## src/design/twc_pkg.sv

```systemverilog
// ----------------------------------------------------------------------------
// twc_pkg: shared types and constants of the text window console
// Request codes, register indexes, cell constants and the command and
// status bundles between the controller and the datapath.
// ----------------------------------------------------------------------------
package twc_pkg;

	// request codes
	localparam logic [1:0] REQ_PUT   = 2'd0;
	localparam logic [1:0] REQ_READ  = 2'd1;
	localparam logic [1:0] REQ_CLEAR = 2'd2;

	// configuration port
	localparam int CFG_IDX_W  = 3;
	localparam int CFG_DATA_W = 8;

	localparam logic [CFG_IDX_W-1:0] CFG_WIN_LEFT   = 3'd0;
	localparam logic [CFG_IDX_W-1:0] CFG_WIN_TOP    = 3'd1;
	localparam logic [CFG_IDX_W-1:0] CFG_WIN_WIDTH  = 3'd2;
	localparam logic [CFG_IDX_W-1:0] CFG_WIN_HEIGHT = 3'd3;
	localparam logic [CFG_IDX_W-1:0] CFG_GLYPH      = 3'd4;

	// register reset values
	localparam logic [6:0] WIN_LEFT_RST   = 7'd0;
	localparam logic [4:0] WIN_TOP_RST    = 5'd0;
	localparam logic [6:0] WIN_WIDTH_RST  = 7'd80;
	localparam logic [4:0] WIN_HEIGHT_RST = 5'd25;
	localparam logic [7:0] GLYPH_RST      = 8'd32;

	// cell values
	localparam logic [15:0] ATTR_BRIGHT  = 16'h0F00;
	localparam logic [15:0] BLANK_CELL   = 16'h0020;
	localparam logic [7:0]  NEWLINE_CODE = 8'd10;

	// controller to datapath commands
	typedef struct packed {
		logic capture;       // latch the request fields
		logic cnt_clr;       // clear the window sweep counters
		logic init_wr;       // zero one cell of the power-up clearing pass
		logic put_wr;        // write char or blank at cursor, step cursor
		logic sweep_scroll;  // one cell of the scroll sweep
		logic sweep_clear;   // one cell of the window clear sweep
		logic glyph_wr;      // draw the cursor glyph
		logic home;          // cursor to window origin
		logic read_issue;    // read the requested screen cell
		logic out_load;      // load the result register
	} twc_cmd_t;

	// datapath to controller status
	typedef struct packed {
		logic scroll_now;    // the pending put moves the cursor past the bottom
		logic win_empty;     // zero window width or height
		logic sweep_last;    // sweep counters at the last window cell
		logic init_last;     // clearing pass at the last memory entry
		logic out_free;      // result register can take a result this cycle
	} twc_sts_t;

endpackage

```

## src/design/twc_ctrl.sv

```systemverilog
// ----------------------------------------------------------------------------
// twc_ctrl: request sequencer of the text window console
// Runs the power-up clearing pass, then steps each request through its
// write, read, sweep and result states.
// ----------------------------------------------------------------------------
module twc_ctrl import twc_pkg::*; (
	input  logic      clk,
	input  logic      arst_n,
	input  logic      in_valid,
	input  logic [1:0] in_req_type,
	input  twc_sts_t  sts,
	output logic      in_stall,
	output twc_cmd_t  cmd
);

	localparam logic [3:0] ST_INIT      = 4'd0;
	localparam logic [3:0] ST_IDLE      = 4'd1;
	localparam logic [3:0] ST_PUT_WR    = 4'd2;
	localparam logic [3:0] ST_SCROLL    = 4'd3;
	localparam logic [3:0] ST_GLYPH     = 4'd4;
	localparam logic [3:0] ST_READ      = 4'd5;
	localparam logic [3:0] ST_CLR_START = 4'd6;
	localparam logic [3:0] ST_CLEAR     = 4'd7;
	localparam logic [3:0] ST_DONE      = 4'd8;

	logic [3:0] state_q;
	logic [3:0] state_nxt;

	// requests are taken only when idle
	assign in_stall = (state_q != ST_IDLE);

	// next state and commands
	always_comb begin
		state_nxt = state_q;
		cmd       = '0;
		case (state_q)
			ST_INIT: begin
				cmd.init_wr = 1'b1;
				if (sts.init_last) begin
					state_nxt = ST_IDLE;
				end
			end
			ST_IDLE: begin
				cmd.cnt_clr = 1'b1;
				if (in_valid) begin
					cmd.capture = 1'b1;
					case (in_req_type)
						REQ_PUT:   state_nxt = ST_PUT_WR;
						REQ_READ:  state_nxt = ST_READ;
						REQ_CLEAR: state_nxt = ST_CLR_START;
						default:   state_nxt = ST_DONE;
					endcase
				end
			end
			ST_PUT_WR: begin
				cmd.put_wr = 1'b1;
				if (sts.scroll_now && !sts.win_empty) begin
					state_nxt = ST_SCROLL;
				end else begin
					state_nxt = ST_GLYPH;
				end
			end
			ST_SCROLL: begin
				cmd.sweep_scroll = 1'b1;
				if (sts.sweep_last) begin
					state_nxt = ST_GLYPH;
				end
			end
			ST_GLYPH: begin
				cmd.glyph_wr = 1'b1;
				state_nxt    = ST_DONE;
			end
			ST_READ: begin
				cmd.read_issue = 1'b1;
				state_nxt      = ST_DONE;
			end
			ST_CLR_START: begin
				cmd.home = 1'b1;
				if (sts.win_empty) begin
					state_nxt = ST_DONE;
				end else begin
					state_nxt = ST_CLEAR;
				end
			end
			ST_CLEAR: begin
				cmd.sweep_clear = 1'b1;
				if (sts.sweep_last) begin
					state_nxt = ST_DONE;
				end
			end
			ST_DONE: begin
				if (sts.out_free) begin
					cmd.out_load = 1'b1;
					state_nxt    = ST_IDLE;
				end
			end
			default: begin
				state_nxt = ST_IDLE;
			end
		endcase
	end

	// state register
	always_ff @(posedge clk or negedge arst_n) begin
		if (!arst_n) begin
			state_q <= ST_INIT;
		end else begin
			state_q <= state_nxt;
		end
	end

endmodule

```

## config.mk

```make
export PLATFORM = sky130hd
export DESIGN_NAME = twc_ctrl
export DESIGN_NICKNAME = d
export VERILOG_FILES = /design/src/design/twc_pkg.sv /design/src/design/twc_ctrl.sv
export SDC_FILE = /design/constraint.sdc
export NUM_CORES = 1
export LEC_CHECK = 0
export ABC_CLOCK_PERIOD_IN_PS = 3900
export BUFFER_PORTS_ARGS = -buffer_cell sky130_fd_sc_hd__buf_2
export CAP_MARGIN = 20
export CORE_AREA = 2 2 39 41
export DETAILED_ROUTE_END_ITERATION = 8
export DIE_AREA = 0 0 41 43
export PLACE_DENSITY_LB_ADDON = 0.3
export SETUP_SLACK_MARGIN = 0.3
export SYNTH_ARGS = -nofsm -noshare
export SYNTH_HDL_FRONTEND = slang
export SYNTH_SLANG_ARGS = --single-unit
```

## constraint.sdc

```tcl
create_clock -name clk -period 3.9 [get_ports clk]
set_input_delay 0.78 -clock clk [delete_from_list [all_inputs] [get_ports clk]]
set_output_delay 0.78 -clock clk [all_outputs]
set_load 0.02 [all_outputs]
```

==> load_flow_metrics.sql <==
INSERT INTO impl_metrics (metric_group, metric, value, unit) VALUES
('pwr', 'vdd_drop_max', '0.344', 'mV'),
('synthesis', 'synth_cells', '53', ''),
('clocking', 'post_cts_resize_count', '0', ''),
('synthesis', 'yosys_reg_bits', '4', ''),
('timing', 'clock.fmax', '0.428', 'GHz'),
('cells_and_area', 'largest_reg_flops', '4', ''),
('clocking', 'cts-root-buf', 'sky130_fd_sc_hd__clkbuf_4', ''),
('clocking', 'clk-insertion-delay-late', '0.23', 'ns'),
('timing', 'timing.setup.tns', '0', 'ns'),
('synthesis', 'synthDominantAreaCellType', 'sky130_fd_sc_hd__dfrtp_1', ''),
('critical_path', 'critical_path.startpoint_type', 'register', ''),
('cells_and_area', 'largest-register', 'state_q', ''),
('clocking', 'cts_setup_buffers', '0', ''),
('timing', 'worst_slew_pin_slew', '0.485', 'ns'),
('clocking', 'clock_tree.htree_level_count', '1', ''),
('cells_and_area', 'largestRegisters', 'state_q (4)', ''),
('clocking', 'hold_buffers', '0', ''),
('global_route', 'grt_pass1_vias', '372', ''),
('drt', 'detail_route.drc_violations', '0', ''),
('die', 'rows', '14', ''),
('place', 'gpl.final_weighted_congestion', '0.789', ''),
('drt', 'wirelength', '1030', 'µm'),
('global_route', 'grt-ovfl-total', '0', ''),
('synthesis', 'yosys_warnings', '0', ''),
('die', 'number_of_ports_placed_on_the_die_boundary', '21', ''),
('pwr', 'power.density_cell_area', '721', 'nW/µm²'),
('place', 'dp.cells', '85', ''),
('synthesis', 'synth.cells.most_frequent', '7 x sky130_fd_sc_hd__nor2_1, 5 x sky130_fd_sc_hd__nand2b_1', ''),
('drt', 'post_drt_wl_per_cell', '11.7', 'µm'),
('synthesis', 'synth_area_per_cell', '8.90', 'µm²'),
('clocking', 'clock_sink_count', '4', ''),
('timing', 'slew_headroom', '67.7', '%'),
('clocking', 'clk_pin_slew', '0.04', 'ns'),
('critical_path', 'rr_startpoint', 'state_q[2]', ''),
('global_route', 'grt_max_degree', '13', ''),
('timing', 'slew_viols_final', '0', ''),
('timing', 'finClkSkew', '0.00406', 'ns'),
('pwr', 'power.leakage', '0.301', 'nW'),
('synthesis', 'postSynth.asyncResetShare', '100', '%'),
('place', 'place.port_buffers', '20', ''),
('job', 'max-cap-violations', '0', ''),
('synthesis', 'mappedNetlistArea', '472', 'µm²'),
('drt', 'dr_total_vias', '455', ''),
('cells_and_area', 'final.fill_count', '147', ''),
('timing', 'finalHoldWorstSlack', '0.348', 'ns'),
('cells_and_area', 'layout-drive-gt1-share', '40.3', '%'),
('global_route', 'antenna_violations_before_repair', '0', ''),
('synthesis', 'synth_fp_nets', '67', ''),
('synthesis', 'number_of_flops_mapped_to_enable_cells_by_yosys', '0', ''),
('clocking', 'clock_tree.buffer_depth', '2', ''),
('critical_path', 'critPathCaptureType', 'output port', ''),
('place', 'detailedPlacementHpwl', '803', 'µm'),
('cells_and_area', 'area_growth', '23.3', '%'),
('global_route', 'globalRouteTotalUtil', '13.4', '%'),
('drt', 'remaining_antenna_violation_count_after_routing', '0', ''),
('die', 'dieWidth', '41', 'µm'),
('critical_path', 'timing.setup.critical_path_class', 'reg2out', ''),
('synthesis', 'yosysUniqueCellTypes', '25', ''),
('synthesis', 'synth_top_area_share', '21.2', '%'),
('timing', 'min_period_over_period', '60.0', '%'),
('synthesis', 'netlist_top_cells_area', 'sky130_fd_sc_hd__dfrtp_1 21%, sky130_fd_sc_hd__ha_1 11%, sky130_fd_sc_hd__nand2b_1 6.6%', ''),
('die', 'die_height', '43', 'µm'),
('outcome', 'run_status', 'finished clean', ''),
('min_path', 'type_of_the_most_critical_hold_path', 'in2async', ''),
('timing', 'timing.final.setup_violations', '0', ''),
('timing', 'report.final.hold_viol_count', '0', ''),
('die', 'floorplan.die_area', '1760', 'µm²'),
('synthesis', 'yosys.cell_count.top_type', 'sky130_fd_sc_hd__nor2_1', ''),
('critical_path', 'worstRegToRegCells', '3', ''),
('global_route', 'first_pass_grt_wire_length', '1610', 'µm'),
('critical_path', 'cp.arrival', '1.56', 'ns');
## critical path, cell delays in order, from the launching register on
cell	delay [ns]
sky130_fd_sc_hd__dfrtp_1	0.53
sky130_fd_sc_hd__nor4b_4	0.47
sky130_fd_sc_hd__and2_1	0.17
sky130_fd_sc_hd__buf_2	0.15
## worst max-delay path by stage
stage | startpoint | end
CTS | state_q[1] | cmd[9]
global placement | state_q[2] | cmd[9]
detailed placement | state_q[1] | cmd[9]
finish | state_q[1] | cmd[9]
global route | state_q[1] | cmd[9]
floorplan | state_q[3] | cmd[1]
## cells in the final DEF (no fill, tap or decap)
master / netlist / routed
sky130_fd_sc_hd__a2bb2oi_1: 1 / 1
sky130_fd_sc_hd__a222oi_1: 1 / 1
sky130_fd_sc_hd__nand2_4: 1 / 1
sky130_fd_sc_hd__clkbuf_4: 0 / 3
sky130_fd_sc_hd__inv_1: 4 / 4
sky130_fd_sc_hd__nand2b_1: 5 / 5
sky130_fd_sc_hd__o32ai_2: 1 / 1
sky130_fd_sc_hd__nor4_2: 1 / 1
sky130_fd_sc_hd__nor4b_4: 1 / 1
sky130_fd_sc_hd__nor3b_1: 1 / 1
sky130_fd_sc_hd__and2_1: 1 / 1
sky130_fd_sc_hd__nor4_1: 1 / 1
sky130_fd_sc_hd__nand2_1: 1 / 1
sky130_fd_sc_hd__and3_1: 1 / 1
sky130_fd_sc_hd__a21oi_1: 3 / 3
sky130_fd_sc_hd__nor3_1: 4 / 4
sky130_fd_sc_hd__ha_1: 4 / 4
sky130_fd_sc_hd__o32ai_1: 2 / 2
sky130_fd_sc_hd__or3_4: 1 / 1
sky130_fd_sc_hd__buf_2: 2 / 20
sky130_fd_sc_hd__nor2_1: 7 / 7
sky130_fd_sc_hd__a211oi_2: 1 / 1
sky130_fd_sc_hd__mux2i_1: 2 / 2
sky130_fd_sc_hd__dfrtp_1: 4 / 4
sky130_fd_sc_hd__a21o_1: 1 / 1
## per-layer routing
metal,vias to the layer above,share of wire [%],GRT usage [%]
met4,0,0,2.00
met5,-,0,0
li1,229,-,-
met3,0,7.7,6.28
met1,210,48,21.5
met2,16,45,16.3
## final cells by class
class                      instances  area [µm²]  share of cell area (%)
clock buffer                       3        22.5                    3.87
multi-input combinational         41         324                    55.7
sequential                         4         100                    17.2
inverter                           4        15.0                    2.58
tap                               16        20.0                    3.44
timing repair buffer              20         100                    17.2
## per-stage QoR
step           total power, mW  worst slack, ns  util, %  instance area [µm²]
3_5_place_dp             0.370             1.82     40.4                  559
3_3_place_gp             0.368             1.87     40.4                  559
5_1_grt                  0.455             1.45     42.0                  582
2_1_floorplan            0.321             1.81        -                  472
6_report                 0.419             1.56     42.0                  582
4_1_cts                  0.423             1.55     42.0                  582
## report_power, final
part | leakage [nW] | internal (mW) | switching (mW)
sequential | 0.0523 | 0.0569 | 0.0596
combinational | 0.235 | 0.117 | 0.135
clock | 0.0138 | 0.0343 | 0.0157
total | 0.301 | 0.209 | 0.211
## logic make-up (layout without fill, tap and decap cells)
group / after synthesis / in the layout / synth area share, %
adder cells (fa/ha/maj): 4 / 4 / 10.6
AO/OA/AOI/OAI: 10 / 10 / 18.6
AND/OR/NAND/NOR: 25 / 25 / 35.3
multiplexers: 2 / 2 / 4.24
buffers and inverters: 8 / 27 / 10.1
flip-flops: 4 / 4 / 21.2
No activity file was read; power rests on OpenSTA's default activity.
